[config.mk]
export PLATFORM = sky130hd
export DESIGN_NAME = chd_ram
export DESIGN_NICKNAME = d
export VERILOG_FILES = /design/src/design/chd_ram.sv
export SDC_FILE = /design/constraint.sdc
export NUM_CORES = 1
export LEC_CHECK = 0
export ABC_CLOCK_PERIOD_IN_PS = 840
export BUFFER_PORTS_ARGS = -buffer_cell sky130_fd_sc_hd__buf_2
export CORE_MARGIN = 2
export CORE_UTILIZATION = 30
export CTS_CLUSTER_DIAMETER = 80
export CTS_CLUSTER_SIZE = 8
export DETAILED_ROUTE_END_ITERATION = 10
export SETUP_SLACK_MARGIN = 0.1
export SYNTH_ARGS = -nofsm -noshare
export SYNTH_HDL_FRONTEND = slang
export SYNTH_SLANG_ARGS = --single-unit
[constraint.sdc]
create_clock -name i_clk -period 0.84 [get_ports i_clk]
set_input_delay 0.084 -clock i_clk [delete_from_list [all_inputs] [get_ports i_clk]]
set_output_delay 0.084 -clock i_clk [all_outputs]
set_load 0.1 [all_outputs]
[src/design/chd_ram.sv]
// Generic single-port-write, registered-read RAM.
module chd_ram #(
    parameter int WIDTH = 8,
    parameter int DEPTH = 2
) (
    input  logic                                        i_clk,
    input  logic                                        i_we,
    input  logic [((DEPTH > 1) ? $clog2(DEPTH) : 1)-1:0] i_waddr,
    input  logic [WIDTH-1:0]                            i_wdata,
    input  logic [((DEPTH > 1) ? $clog2(DEPTH) : 1)-1:0] i_raddr,
    output logic [WIDTH-1:0]                            o_rdata
);
    logic [WIDTH-1:0] r_mem [DEPTH];

    // Write port and registered read port
    always_ff @(posedge i_clk) begin
        if (i_we) begin
            r_mem[i_waddr] <= i_wdata;
        end
        o_rdata <= r_mem[i_raddr];
    end
endmodule

==> out/results.ini, run 1 <==
[status]
status = finished with violations
violations = setup timing

[layout]
fin_nets = 82
syn2layout_area_growth_pct = 53.1
layout-drive-gt1-share_pct = 63.8
fill_cells = 220
fin_util_pct = 48.5
antenna_cells = 0

[timing]
worst_slack_ps = -90.5
skew_ps = 5.42
maxSlewHeadroom_pct = 82.3
finalCritPeriodShare_pct = 111
finalSetupViolCount = 8
hold_viol = 0
drv_slew = 0
fin_crit_ps = 931
fin_hold_ws_ps = 203
tightest_slew_ps = 266
max_freq_ghz = 1.07
tns_ps = -669
rsz0062_at_grt = true

[pwr]
p_int_mw = 2.08
irDropWorstVdd_mv = 1.16
power_mw = 2.78
pwr-share-clk_pct = 29.3
switching_share_pct = 25.1
power.leakage_nw = 0.490
power_frac_comb_pct = 20.4
seqPwrFrac_pct = 50.4
power_density_nw_per_um2 = 2320
switchingPower_uw = 699

[clock_tree]
cts.clk_slew.worst_paths_ps = 130
cts_tree = done
post_cts_buffers = 0
cts_sinks = 24
cts_buffer_depth = 2
cts_buffers = 3
cts-resized-gates = 0
cts_root_buffer = clkbuf_4
h-tree-depth = 1
clk_latency_ps = 310

[drt]
routedWlPerCell_um = 11.4
via_per_inst = 4.02
wirelength_mm = 1.13
drt_first_iter_violations = 9
vias = 398
final_antenna_net_count = 0
drtPass1Iterations = 2
drc = 0

[worst_setup_path]
crit_type = flop to output pin
crit_family = flip-flops
cp-end-kind = output pin
cp.arrival_ps = 850
crit_fanout = 1
slowest_stage = dfxtp_2
cp_slowest_stage_delay_ps = 370
cp_cell_sequence = buf_12
start_kind = flop
critical_path_required_ps = 760
critical_path_buf_inv_count = 1

[yosys]
avgSynthCellArea_um2 = 22.4
synth_warnings = 0
syn-cell-area_um2 = 785
synth_nets = 47
yosysSeqAreaShare_pct = 81.7
yosys.cell_types.count = 6
ys_seq_elements = 24
syn_inst = 35

[floorplanning]
num_rows = 18
core_area_um2 = 2480
initial_utilization_pct = 31.7
die_x_um = 55.1
io_pins = 20
die_area_um2 = 3040
die_height_um = 55.1

[worst_hold_path]
min-delay-path-class = primary input to flop

[global_routing]
track_usage_pct = 9.11
grt_pass1_wl_mm = 1.78
grt-ovfl-total = 0
grt_max_degree = 15
antenna_found_initial = 0
grt_pass1_vias = 402

[place]
place_ws_ps = 51.3
gp_congestion = 0.621
port_buffers = 19

[flow_run]
max-cap-violations = 0

[metrics by stage]
step	cell area (um^2)	std cells
6_report	1200	99
5_1_grt	1200	99
4_1_cts	1200	99
3_5_place_dp	1070	87
3_3_place_gp	1070	87
2_1_floorplan	797	35
[cells in the final DEF, fill, tap and decap left out, drive strengths merged]
cell type and n:
dfxtp 8, edfxtp 16, buf 23, nor2b 1
and2 1, clkbuf 3, mux2 8, bufinv 1
dlygate4sd3 8
[sequential cells by signal, indices dropped and copies added, names as in the netlist]
signal / cells
r_mem: 16
o_rdata: 8
[cell type report]
class | count | area, um^2 | share of cell area, %
clock inverter | 1 | 30.0 | 2.50
tap | 30 | 37.5 | 3.13
clock buffer | 3 | 22.5 | 1.88
timing repair buffer | 31 | 325 | 27.1
sequential | 24 | 651 | 54.2
multi-input combinational | 10 | 135 | 11.3
[timing repair]
item / CTS / global route
hold buffers: 8 / 0
endpoints found under the hold margin: 16 / 0
endpoints found under the setup margin: 15 / 16
[kinds of logic (layout without fill, tap and decap cells)]
family	Yosys count	after routing	synth area share (%)
flops	24	24	81.7
mux	8	8	15.3
simple gates	2	2	1.60
buf+inv	1	35	1.44
[power groups by stage]
stage,clock network (mW),registers [mW],logic (mW)
after global placement,0,1.43,0.537
after global routing,0.909,1.41,0.587
after floorplan,0,1.67,0.0821
after CTS,0.834,1.40,0.571
final,0.815,1.40,0.567
after detailed placement,0,1.43,0.542
[synth_stat cells, drive strengths merged]
library cell,instances,share of area (%)
edfxtp,16,61
dfxtp,8,20
mux2,8,15
and2,1,0.80
buf,1,1.4
nor2b,1,0.80
[per-layer routing]
metal,global-route usage (%),vias up,part of all wire [%],routed length [um]
li1,-,197,-,-
met1,11.3,184,45,510
met2,12.7,15,47,529
met3,3.23,2,6.0,68
met4,7.32,0,1.7,19
met5,0,-,0,0
[worst paths after layout]
path | startpoint | end | slack, ps | cells past startpoint
setup / recovery | o_rdata[3]$_DFF_P_ | o_rdata[3] | -90 | 1
hold / removal | i_raddr | o_rdata[6]$_DFF_P_ | 200 | 2
setup reg to reg | r_mem[0][5]$_DFFE_PP_ | o_rdata[5]$_DFF_P_ | 90 | 1
hold reg to reg | r_mem[0][1]$_DFFE_PP_ | o_rdata[1]$_DFF_P_ | 490 | 1
(Power assumes the default switching activity.)
==> inputs of run 2 (changes only) <==
==> constraint.sdc (replaced) <==
create_clock -name i_clk -period 0.84 [get_ports i_clk]
set_input_delay 0 -clock i_clk [delete_from_list [all_inputs] [get_ports i_clk]]
set_output_delay 0 -clock i_clk [all_outputs]
set_load 0.1 [all_outputs]
==> out/results.ini, run 2 (synthesized netlist as in run 1, its figures left out) <==
[worst_setup_path]
crit_family = flip-flops
cp_cell_sequence = buf_12
critical_path_required_ps = 840
rrSetupSlack_ps = 90
critical_path_buf_inv_count = 1
cp-end-kind = output pin
cp_slowest_stage_delay_ps = 370
start_kind = flop
r2r-end = o_rdata[0]$_DFF_P_
crit_type = flop to output pin
crit_fanout = 1
reg2regPathDepth = 1
r2r_start = r_mem[0][0]$_DFFE_PP_
slowest_stage = dfxtp_2
cp.arrival_ps = 840

[layout]
layout-drive-gt1-share_pct = 62.7
layout_common_cells = 16 x edfxtp_1, 11 x buf_2
stdcell_area_um2 = 1190
antenna_cells = 0
regMostFlops = r_mem
syn2layout_area_growth_pct = 51.2
reg_top3 = r_mem x16, o_rdata x8
largest_reg_flops = 16
fin_nets = 80
final_common_cell = edfxtp_1

[clock_tree]
cts_buffer_depth = 2
cts_buffers = 3
cts_sinks = 24
post_cts_buffers = 0
cts_tree = done
h-tree-depth = 1
clk_latency_ps = 300
cts_root_buffer = clkbuf_4
cts-resized-gates = 0
cts.clk_slew.worst_paths_ps = 120

[drt]
wirelength_mm = 1.04
via_per_inst = 3.96
drt_first_iter_violations = 0
vias = 384
routedWlPerCell_um = 10.7
drtPass1Iterations = 1
final_antenna_net_count = 0
drc = 0

[timing]
hold_viol = 0
finalSetupViolCount = 1
fin_hold_ws_ps = 124
rsz0062_at_grt = true
max_freq_ghz = 1.19
tightest_slew_ps = 266
maxSlewHeadroom_pct = 82.3
drv_slew = 0
worst_slack_ps = -1.07
skew_ps = 4.77
fin_crit_ps = 841
finalCritPeriodShare_pct = 100

[worst_hold_path]
min_from = i_raddr
min-delay-path-class = primary input to flop
whs_path_depth = 2
hold_end = o_rdata[5]$_DFF_P_

[place]
placed_area_um2 = 1050
port_buffers = 19
gp_congestion = 0.582
place_ws_ps = 98.4

[status]
violations = setup timing
status = finished with violations

[pwr]
power.leakage_nw = 0.479
power_density_nw_per_um2 = 2320
irDropWorstVdd_mv = 1.62
power_mw = 2.76

[floorplanning]
initial_utilization_pct = 31.7
die_x_um = 55.1
num_rows = 18
io_pins = 20
die_area_um2 = 3040
core_area_um2 = 2480
die_height_um = 55.1

[global_routing]
grt-ovfl-total = 0
antenna_found_initial = 0
track_usage_pct = 7.89
grt_max_degree = 15
grt_pass1_vias = 370
grt_pass1_wl_mm = 1.52

[flow_run]
max-cap-violations = 0

run 2: cell count changes in the layout (fill, tap and decap cells not counted), sizes merged:
| cell | previous run | this run |
|---|---|---|
| buf | 23 | 21 |
run 2: worst max path at each step:
stage                          startpoint            endpoint  slack [ps]  cells past startpoint
finish                 o_rdata[2]$_DFF_P_          o_rdata[2]          -1                      1
global route           o_rdata[2]$_DFF_P_          o_rdata[2]         -50                      1
floorplan           r_mem[0][0]$_DFFE_PP_  o_rdata[0]$_DFF_P_         130                      1
detailed placement  r_mem[0][0]$_DFFE_PP_  o_rdata[0]$_DFF_P_         100                      1
CTS                    o_rdata[2]$_DFF_P_          o_rdata[2]         -20                      1
global placement    r_mem[0][3]$_DFFE_PP_  o_rdata[3]$_DFF_P_         120                      1
run 2: final cells by class:
cell class | count | area [um^2]
repair buffers | 29 | 310
multi-input cells | 10 | 135
fillers | 214 | 1290
clock inverters | 1 | 30.0
clock buffers | 3 | 22.5
flip-flops and latches | 24 | 651
well taps | 30 | 37.5
run 2: where the power goes:
| group | leakage [nW] | internal, mW | switching, mW |
|---|---|---|---|
| registers | 0.218 | 1.36 | 0.0401 |
| clock network | 0.0279 | 0.482 | 0.316 |
| logic | 0.234 | 0.236 | 0.322 |
run 2: routing by layer:
layer	GRT usage, %	routed length (um)	vias up
met4	2.44	19	0
met1	8.12	428	175
met5	0	0	-
li1	-	-	192
met3	5.91	82	2
met2	12.5	511	15
run 2: stage by stage:
| stage | utilization (%) | TNS (ps) | cells |
|---|---|---|---|
| after floorplan | - | 0 | 35 |
| after global placement | 42.5 | 0 | 85 |
| after detailed placement | 42.5 | 0 | 85 |
| after CTS | 47.9 | -94.2 | 97 |
| after global routing | 47.9 | -322 | 97 |
| final | 47.9 | -1.07 | 97 |
run 2: what timing repair did:
item,in CTS,in global routing
endpoints found under the hold margin,16,0
setup endpoints to repair,14,16
hold buffers,8,0
==> inputs of run 3 (changes only) <==
CORE_MARGIN = not set   (was 2)
==> out/results.ini, run 3 (synthesized netlist as in run 1, its figures left out) <==
[worst_setup_path]
critical_path_required_ps = 840
cp.arrival_ps = 830
critical_path_buf_inv_count = 1
cp-end-kind = output pin
start_kind = flop
crit_type = flop to output pin
slowest_stage = dfxtp_2
crit_fanout = 1
cp_cell_sequence = buf_12
crit_family = flip-flops
cp_slowest_stage_delay_ps = 360

[floorplanning]
die_x_um = 53.1
io_pins = 20
die_area_um2 = 2820
core_area_um2 = 2480
num_rows = 18
initial_utilization_pct = 31.7
die_height_um = 53.1

[global_routing]
grt_pass1_wl_mm = 1.58
antenna_found_initial = 0
grt_pass1_vias = 335
grt_max_degree = 13
grt-ovfl-total = 0
track_usage_pct = 8.94

[timing]
fin_crit_ps = 829
finalCritPeriodShare_pct = 98.7
max_freq_ghz = 1.21
skew_ps = 1.06
hold_viol = 0
maxSlewHeadroom_pct = 81.9
tightest_slew_ps = 272
finalSetupViolCount = 0
drv_slew = 0
rsz0062_at_grt = true

[place]
port_buffers = 19
gp_congestion = 0.563
placed_area_um2 = 1080

[layout]
fill_cells = 217
layout-drive-gt1-share_pct = 62.1
reg_top3 = r_mem x16, o_rdata x8
multi_input_area_um2 = 135
fin_nets = 80
largest_reg_flops = 16
regArea_um2 = 651
stdcell_area_um2 = 1180
final_common_cell = edfxtp_1
regMostFlops = r_mem
layout_common_cells = 16 x edfxtp_1, 11 x buf_2, 10 x buf_12
antenna_cells = 0
syn2layout_area_growth_pct = 50.6

[pwr]
power.leakage_nw = 0.472
p_int_mw = 1.78
power_frac_comb_pct = 23.5
irDropWorstVdd_mv = 0.957
pwr-share-clk_pct = 19.1
switchingPower_uw = 667
seqPwrFrac_pct = 57.4
power_density_nw_per_um2 = 2070
switching_share_pct = 27.3
power_mw = 2.44

[clock_tree]
cts_tree = done
post_cts_buffers = 0
cts_sinks = 24
cts_root_buffer = clkbuf_4
clk_latency_ps = 300
cts_buffers = 3
cts.clk_slew.worst_paths_ps = 110
cts_buffer_depth = 2
h-tree-depth = 1

[status]
status = finished, final reports clean

[worst_hold_path]
min-delay-path-class = primary input to flop

[drt]
drc = 0
wl_met2_um = 547
dr_wl_met3_um = 58
vias = 392
routedWlPerCell_um = 11.9
drt_first_iter_violations = 10
top_layer_used = met4
m1WireLength_um = 510
wirelength_mm = 1.14
via_per_inst = 4.08
final_antenna_net_count = 0
drtPass1Iterations = 4

[flow_run]
max-cap-violations = 0

## run 3: routing by layer
metal / up-vias / global-route usage (%)
li1: 191 / -
met1: 183 / 11.0
met2: 16 / 12.4
met3: 2 / 2.59
met4: 0 / 7.89
met5: - / 0
## run 3: repair_timing
action | in CTS | in global routing
endpoints found under the hold margin | 16 | 0
hold buffers | 8 | 0
gates resized for setup | 0 | 0
endpoints found under the setup margin | 15 | 16
## run 3: final timing paths
path | from | to | slack (ps) | cells past startpoint
hold / removal | i_waddr | r_mem[0][5]$_DFFE_PP_ | 120 | 3
setup / recovery | o_rdata[1]$_DFF_P_ | o_rdata[1] | 10 | 1
setup reg to reg | r_mem[0][3]$_DFFE_PP_ | o_rdata[3]$_DFF_P_ | 80 | 1
hold reg to reg | r_mem[0][7]$_DFFE_PP_ | o_rdata[7]$_DFF_P_ | 480 | 1
## run 3: power groups by stage
stage,combinational (mW),sequential (mW),clock [mW]
floorplan,0.0821,1.67,0
global placement,0.542,1.43,0
detailed placement,0.549,1.43,0
CTS,0.578,1.40,0.494
global route,0.590,1.41,0.539
finish,0.573,1.40,0.466
## run 3: layout make-up
class / instances / area share (%)
sequential: 24 / 55.1
tap: 30 / 3.18
clock buffer: 3 / 1.91
timing repair buffer: 29 / 28.4
multi-input combinational: 10 / 11.4
## run 3: stage by stage
step	hold slack [ps]	utilization, %	setup TNS, ps	worst slack (ps)	std cells
global placement	190	43.5	0	121	85
detailed placement	193	43.5	0	90.1	85
finish	124	47.7	0	10.6	96
CTS	115	47.7	-46.7	-11.4	96
floorplan	98.9	-	0	126	35
global route	111	47.7	-231	-38.0	96
