==> src/design/chd_pkg.sv <==
// Shared types, constants and helper functions of the chained hash dedup table.
package chd_pkg;

    // Table geometry (both counts are powers of two)
    localparam int ENTRY_COUNT  = 1024;
    localparam int BUCKET_COUNT = 256;
    localparam int REF_BITS     = 16;
    localparam int FOLD_MUL     = 131;
    localparam int DIGEST_WORDS = 4;
    localparam int WORD_BYTES   = 8;
    localparam int FOUND_W      = 10;

    localparam int IDX_W   = $clog2(ENTRY_COUNT);
    localparam int LINK_W  = $clog2(ENTRY_COUNT + 1);
    localparam int BKT_W   = (BUCKET_COUNT > 1) ? $clog2(BUCKET_COUNT) : 1;
    localparam int SWEEP   = (ENTRY_COUNT > BUCKET_COUNT) ? ENTRY_COUNT : BUCKET_COUNT;
    localparam int SWEEP_W = $clog2(SWEEP);
    localparam int CNT_W   = $clog2(DIGEST_WORDS);

    localparam logic [LINK_W-1:0]   NIL_LINK = LINK_W'(ENTRY_COUNT);
    localparam logic [REF_BITS-1:0] REF_MAX  = {REF_BITS{1'b1}};

    // Operation codes
    localparam logic [2:0] OP_LOOKUP = 3'd0;
    localparam logic [2:0] OP_INSERT = 3'd1;
    localparam logic [2:0] OP_REMOVE = 3'd2;
    localparam logic [2:0] OP_INC    = 3'd3;
    localparam logic [2:0] OP_DEC    = 3'd4;

    // Status codes
    localparam logic [2:0] ST_DONE      = 3'd0;
    localparam logic [2:0] ST_PRESENT   = 3'd1;
    localparam logic [2:0] ST_FULL      = 3'd2;
    localparam logic [2:0] ST_NOT_FOUND = 3'd3;
    localparam logic [2:0] ST_REFERENCED = 3'd4;
    localparam logic [2:0] ST_IGNORED   = 3'd5;

    typedef struct packed {
        logic [2:0]  op;
        logic [63:0] digest_word0;
        logic [63:0] digest_word1;
        logic [63:0] digest_word2;
        logic [63:0] digest_word3;
        logic [63:0] node_value;
        logic [10:0] ref_entry;
    } t_in;

    typedef struct packed {
        logic [2:0]         status;
        logic [FOUND_W-1:0] found_entry;
        logic [63:0]        stored_value;
        logic               entry_freed;
    } t_out;

    typedef struct packed {
        logic [LINK_W-1:0]   next;
        logic [IDX_W-1:0]    key;
        logic [REF_BITS-1:0] count;
        logic [63:0]         value;
    } t_entry;

    localparam int ENTRY_W = $bits(t_entry);

    typedef logic [DIGEST_WORDS-1:0][63:0] t_digest;

    // Fold one 64-bit digest word into the key, first byte most significant
    function automatic logic [IDX_W-1:0] f_fold_word(logic [IDX_W-1:0] h_in,
                                                     logic [63:0] word);
        int unsigned acc;
        logic [7:0]  bt;
        acc = 32'(h_in);
        for (int b = WORD_BYTES - 1; b >= 0; b--) begin
            bt  = word[b*8 +: 8];
            acc = (acc * FOLD_MUL + 32'(bt)) % ENTRY_COUNT;
        end
        return IDX_W'(acc);
    endfunction

    // Bucket of a key
    function automatic logic [BKT_W-1:0] f_bucket(logic [IDX_W-1:0] key);
        return BKT_W'(32'(key) % BUCKET_COUNT);
    endfunction

endpackage

==> src/design/chd_fold.sv <==
// Digest-to-key folding unit, one 64-bit digest word per cycle.
module chd_fold (
    input  logic                     i_clk,
    input  logic                     i_rst_n,
    input  logic                     i_start,
    input  chd_pkg::t_digest         i_words,
    output logic                     o_done,
    output logic [chd_pkg::IDX_W-1:0] o_key
);
    logic                         r_busy, n_busy;
    logic                         r_done, n_done;
    logic [chd_pkg::CNT_W-1:0]    r_cnt, n_cnt;
    logic [chd_pkg::IDX_W-1:0]    r_h, n_h;

    // Advance the fold by one word per cycle
    always_comb begin
        n_busy = r_busy;
        n_done = 1'b0;
        n_cnt  = r_cnt;
        n_h    = r_h;
        if (i_start) begin
            n_busy = 1'b1;
            n_cnt  = '0;
            n_h    = '0;
        end else if (r_busy) begin
            n_h   = chd_pkg::f_fold_word(r_h, i_words[r_cnt]);
            n_cnt = r_cnt + 1'b1;
            if (32'(r_cnt) == chd_pkg::DIGEST_WORDS - 1) begin
                n_busy = 1'b0;
                n_done = 1'b1;
            end
        end
    end

    always_ff @(posedge i_clk) begin
        if (!i_rst_n) begin
            r_busy <= 1'b0;
            r_done <= 1'b0;
        end else begin
            r_busy <= n_busy;
            r_done <= n_done;
        end
        r_cnt <= n_cnt;
        r_h   <= n_h;
    end

    assign o_done = r_done;
    assign o_key  = r_h;
endmodule

==> config.mk <==
export PLATFORM = sky130hd
export DESIGN_NAME = chd_fold
export DESIGN_NICKNAME = d
export VERILOG_FILES = /design/src/design/chd_pkg.sv /design/src/design/chd_fold.sv
export SDC_FILE = /design/constraint.sdc
export NUM_CORES = 1
export LEC_CHECK = 0
export ABC_AREA = 1
export BUFFER_PORTS_ARGS = -buffer_cell sky130_fd_sc_hd__buf_2
export CORE_AREA = 8 8 176 178
export DETAILED_ROUTE_END_ITERATION = 8
export DIE_AREA = 0 0 184 186
export PLACE_DENSITY = 0.59
export SLEW_MARGIN = 30
export SYNTH_ARGS = -nofsm -noshare
export SYNTH_HDL_FRONTEND = slang
export SYNTH_SLANG_ARGS = --single-unit
export TNS_END_PERCENT = 50
==> constraint.sdc <==
create_clock -name i_clk -period 27 [get_ports i_clk]
set_input_delay 1.35 -clock i_clk [delete_from_list [all_inputs] [get_ports i_clk]]
set_output_delay 1.35 -clock i_clk [all_outputs]
set_load 0.02 [all_outputs]
==> key figures, run 1 <==
CTS
  – Total CTS buffers: 3
  – Clk sinks: 14
  – Post-CTS Setup Inserts: 0
  – Worst-path clk slew: approximately 0.050 ns
  – Hold-fix buffers, CTS: 0
  – Buffer depth of the longest clock path: 2
  – Clock root buffer: clkbuf_16
  – Clock Latency Late Sink: 0.24 ns
  – CTS tree: done
  – Htree depth: 1
  – Resize count post-CTS: 0

Place
  – Placed cell count: between 1500 and 2000
  – IO Port Bufs: ~270
  – Gpl congestion: 0.858
  – Hpwl dp: between 20 and 25 mm
  – DP Area: roughly 0.010 mm2

Routing
  – Detailed Route WL: between 20 and 30 mm
  – Starting DRC count in detailed routing: 321
  – DR WL/cell: approximately 15 um
  – 1st-pass router iterations: 5
  – # DRC: 0
  – Via density: between 4 and 5
  – Routed vias: approximately 8300
  – Post-route ant nets: 0

Yosys
  – Avg Inst Size Synth: ~7.3 um2
  – #FFs+latches synth: 14
  – Post-synthesis compound-gate area fraction: 0.159
  – Count of cell types in the netlist: 33
  – Largest family of logic cells by synthesized area: adder cells
  – Synth Area in Simple Gates: 0.180
  – Mapped Cells: around 1100
  – Net Count, Synth: approximately 1700
  – Mux share of post-synthesis cell area: 0
  – Number of synthesis warnings: 0
  – Register area share after synthesis: 0.0335
  – Synth Area in Adders: 0.467
  – Xor and xnor area share after synthesis: 0.0555
  – Cell Area, Synth: about 0.0084 mm2

STA
  – Final setup viols: 0
  – RSZ-0062 raised after global routing: false
  – TNS Setup: 0 ns
  – Worst Tran Pin Value: 0.847 ns
  – Final Hold Viols: 0
  – Peak Freq: between 50 and 60 MHz
  – Relative slew slack: 0.436
  – Final min period: just under 20 ns
  – Fin crit share: 0.719
  – Final Skew: 0.00290 ns
  – Max-slew violation count: 0

Global route
  – GRT Total Usage: 0.153
  – Initial antenna violation count: 1
  – First-pass GRT wire length: between 40 and 50 mm
  – Largest net degree at the start of global routing: 84
  – Number of global-route vias before repair: about 8300
  – Global route total overflow: 0

Flow run
  – Max Cap Viol: 0

Worst setup path
  – Worst path most repeated cell: ha_1
  – Element type at the critical path start: register
  – Crit end category: register
  – CP bufs+invs: 11
  – Largest delay share family, worst path: adder cells
  – CP max FO: 83
  – CP peak stage delay: approximately 0.88 ns
  – Critical path arrival: between 15 and 20 ns
  – Highest-delay cell along the critical path: dfxtp_4
  – WS Path Type: register to register
  – Required @ worst endpoint: between 20 and 30 ns

Final layout
  – Ant. Diodes: 0
  – Final Cell Area: a little over 0.01 mm2
  – Layout cell share with drive strength beyond 1: 0.217
  – Area Overhead vs Synth: 21.4%
  – Commonest non-fill, non-tap cells in the layout: buf_2 (269), nand2_1 (201), ha_1 (197), inv_1 (183), nor2_1 (87)
  – Cell Count, Final, Fillers Out: 1760
  – Util after Layout: 0.359
  – Commonest non-fill, non-tap cell in the layout: buf_2
  – Nets: approximately 1900

Worst hold path
  – Worst hold path class: register to register

Outcome
  – Outcome: finished clean

Floorplanning
  – Core footprint: roughly 0.028 mm2
  – Initial Util: 0.296
  – Die area: 0.0342 mm2
  – Die H: ~190 um
  – IO Pins: 270
  – # rows: 62
  – Die W: around 180 um
cells in the mapped netlist (all sizes together):
cell type | instances | area (um2)
nand2 | 210 | 811
ha | 197 | 2460
inv | 188 | 706
nor2 | 88 | 333
o21ai | 79 | 399
fa | 72 | 1440
a21oi | 50 | 250
clkbuf | 42 | 158
o22ai | 38 | 238
nand3 | 35 | 190
a32o | 28 | 280
xor2 | 26 | 235
xnor2 | 21 | 184
nand4 | 18 | 113
dfxtp | 14 | 280
a31oi | 11 | 68.8
a21o | 7 | 52.6
nand3b | 6 | 45.0
a22o | 2 | 17.5
clkinv | 2 | 7.51
xnor3 | 2 | 45.0
a211oi | 1 | 7.51
a31o | 1 | 8.76
buf | 1 | 3.75
nor4 | 1 | 6.26
o211ai | 1 | 7.51
or2 | 1 | 6.26
registers in the layout, summed over array words and instances, names as in the netlist:
register / flops
o_key: 10
r_cnt: 2
o_done: 1
r_busy: 1
logic make-up after synthesis:
| kind of cell | Yosys count |
|---|---|
| AO/OA/AOI/OAI | 218 |
| XOR/XNOR | 49 |
| adder cells (fa/ha/maj) | 269 |
| buffers and inverters | 233 |
| flip-flops | 14 |
| AND/OR/NAND/NOR | 359 |
worst reg2reg max path: cells and delay by family (launching register included):
| kind | cells | cell delay (ns) |
|---|---|---|
| XOR/XNOR | 6 | 1.03 |
| flip-flops | 1 | 0.88 |
| AO/OA/AOI/OAI | 3 | 0.67 |
| AND/OR/NAND/NOR | 19 | 1.71 |
| buffers and inverters | 11 | 1.24 |
| adder cells (fa/ha/maj) | 40 | 13.81 |
through the flow:
stage | hold WS (ns) | setup slack (ns)
2_1_floorplan | 0.509 | 8.62
3_3_place_gp | 0.536 | 7.79
3_5_place_dp | 0.542 | 7.51
4_1_cts | 0.551 | 7.48
5_1_grt | 0.595 | 6.45
6_report | 0.543 | 7.58
cell type report:
class | count | area [um2]
multi-input combinational | 895 | 7200
tap | 384 | 480
fill | 3081 | 18100
timing repair buffer | 273 | 1380
sequential | 14 | 284
clock buffer | 4 | 88.8
inverter | 190 | 716
final timing paths:
check | startpoint | endpoint | slack (ns) | cells past startpoint
min | o_key[9] | o_key[9] | 0.54 | 2
min reg2reg | o_key[9] | o_key[9] | 0.54 | 2
max | r_cnt[0] | o_key[9] | 7.58 | 79
max reg2reg | r_cnt[0] | o_key[9] | 7.58 | 79
per-layer routing:
metal,vias to the layer above,track usage,wire length [um]
li1,4281,-,-
met1,3826,0.193,12000
met4,2,0.0242,352
met3,16,0.0230,1450
met5,-,0,12
met2,216,0.276,12900
Power of run 1 is not shown: default switching activity piles up to over one toggle a cycle in this logic, so the estimate is an artifact.
==> run 2: changes to the inputs <==
==> constraint.sdc (replaced) <==
create_clock -name i_clk -period 20.4 [get_ports i_clk]
set_input_delay 1.02 -clock i_clk [delete_from_list [all_inputs] [get_ports i_clk]]
set_output_delay 1.02 -clock i_clk [all_outputs]
set_load 0.02 [all_outputs]
==> key figures, run 2 (synthesized netlist as in run 1, its figures left out) <==
Global route
  – GRT Total Usage: 0.151 (-0.00257)
  – Global route total overflow: 0 (unchanged)
  – First-pass GRT wire length: 42.0 mm (-0.77%)
  – Largest net degree at the start of global routing: 67 (-20%)
  – Number of global-route vias before repair: 8373 (+0.30%)
  – Initial antenna violation count: 1 (unchanged)

Worst setup path
  – Critical Path End: o_key[9]
  – Element type at the critical path start: register
  – CP max FO: 64 (-23%)
  – Highest-delay cell along the critical path: dfxtp_4
  – Register-to-Register Path Depth: 79 (unchanged)
  – Worst path most repeated cell: ha_1
  – CP peak stage delay: 0.77 ns (-0.11 ns)
  – Crit end category: register
  – Critical path arrival: 19.18 ns (-0.38 ns)
  – Reg-to-reg critical path endpoint: o_key[9]
  – Worst Setup SP: r_cnt[0]
  – WS Path Type: register to register
  – R2r setup slk: 1.36 ns (-6.22 ns)
  – Crit Reg-Reg Startpoint: r_cnt[0]
  – Required @ worst endpoint: 20.54 ns (-6.60 ns)

Place
  – Hpwl dp: 23.7 mm (+0.85%)
  – Placed cell count: 1759 (+0.17%)
  – IO Port Bufs: 269 (unchanged)
  – Gpl congestion: 0.907 (+5.7%)

Floorplanning
  – Die H: 186 um (unchanged)
  – Core footprint: 0.0282 mm2 (unchanged)
  – # rows: 62 (unchanged)
  – IO Pins: 270 (unchanged)
  – Die area: 0.0342 mm2 (unchanged)
  – Die W: 184 um (unchanged)
  – Initial Util: 0.296 (unchanged)

CTS
  – Hold-fix buffers, CTS: 0 (unchanged)
  – Worst-path clk slew: 0.05 ns (about the same)
  – Clock Latency Late Sink: 0.24 ns (about the same)
  – CTS tree: done
  – Clk sinks: 14 (unchanged)
  – Resize count post-CTS: 0 (unchanged)
  – Post-CTS Setup Inserts: 0 (unchanged)
  – Htree depth: 1 (unchanged)
  – Buffer depth of the longest clock path: 2 (unchanged)
  – Clock root buffer: clkbuf_16
  – Total CTS buffers: 3 (unchanged)

STA
  – Final Skew: 0.00209 ns (-0.000816 ns)
  – RSZ-0062 raised after global routing: false
  – Relative slew slack: 0.537 (+0.102)
  – Final setup viols: 0 (unchanged)
  – Max-slew violation count: 0 (unchanged)
  – Final Hold Viols: 0 (unchanged)
  – Worst Tran Pin Value: 0.694 ns (-0.152 ns)
  – TNS Setup: 0 ns (unchanged)
  – Fin crit share: 0.933 (+0.214)
  – Final min period: 19.04 ns (-0.380 ns)
  – Peak Freq: 52.5 MHz (+2.0%)

Final layout
  – Ant. Diodes: 0 (unchanged)
  – Area occupied by registers: 284 um2 (unchanged)
  – Cell Count, Final, Fillers Out: 1763 (+0.17%)
  – Area occupied by multi-input gates: 0.00720 mm2 (unchanged)
  – Layout cell share with drive strength beyond 1: 0.219 (+0.00170)
  – Commonest non-fill, non-tap cell in the layout: buf_2
  – Max reg flops: 10 (unchanged)
  – Commonest non-fill, non-tap cells in the layout: buf_2 (269), nand2_1 (201), ha_1 (197), inv_1 (183), nor2_1 (87)
  – Nets: 1908 (+0.16%)
  – # fillers: 3092 (+0.36%)
  – Area Overhead vs Synth: 21.7%

Routing
  – Routed vias: 8289 (-0.62%)
  – Starting DRC count in detailed routing: 309 (-3.7%)
  – DR WL/cell: 15.1 um (-0.57%)
  – 1st-pass router iterations: 5 (unchanged)
  – Post-route ant nets: 0 (unchanged)
  – # DRC: 0 (unchanged)
  – Via density: 4.70 (-0.79%)
  – Detailed Route WL: 26.7 mm (-0.40%)

Worst hold path
  – Worst hold path class: register to register
  – WHS Path Cells: 2 (unchanged)

Outcome
  – Outcome: finished clean

Flow run
  – Max Cap Viol: 0 (unchanged)
## run 2: cell count changes in the layout (fill, tap and decap cells not counted), sizes merged
cell  before  now
buf      273  276
## run 2: routing by layer
layer  GRT usage  wire length, um  share of wire  up-vias
met1       0.190            12000           0.45     3793
met5           0                8        0.00030        -
li1            -                -              -     4284
met2       0.272            13000           0.49      196
met3      0.0238             1380          0.052       14
met4      0.0194              297          0.011        2
## run 2: area by class of cell
class	count	share of cell area
Inverter	190	0.0704
Sequential cell	14	0.0279
Tap cell	384	0.0472
Multi-Input combinational cell	895	0.708
Timing Repair Buffer	276	0.138
Clock buffer	4	0.00873
## run 2: through the flow
| stage | cell area, um2 | hold WS [ns] | worst slack, ns | util |
|---|---|---|---|---|
| after floorplan | 8360 | 0.509 | 2.25 | - |
| after global placement | 10100 | 0.538 | 1.47 | 0.357 |
| after detailed placement | 10100 | 0.537 | 1.27 | 0.357 |
| after CTS | 10200 | 0.545 | 1.23 | 0.360 |
| after global routing | 10200 | 0.557 | 0.280 | 0.360 |
| final | 10200 | 0.530 | 1.36 | 0.360 |
## run 2: critical path, delay by kind of cell, from the launching register on
family                     cells  cell delay (ns)
AOI/OAI and AO/OA              2             0.51
xor gates and xnor gates       6             1.03
adders and majority gates     40            13.73
buffers and inverters         11             1.01
DFF                            1             0.77
and+or+nand+nor               20             1.84
## run 2: how the worst min path moves through the flow
stage / startpoint / to
3_5_place_dp: o_key[9] / o_key[9]
5_1_grt: o_key[9] / o_key[9]
6_report: o_key[9] / o_key[9]
4_1_cts: o_key[9] / o_key[9]
3_3_place_gp: r_busy / r_cnt[0]
2_1_floorplan: r_busy / r_cnt[0]
Power of run 2 is left out for the same reason.
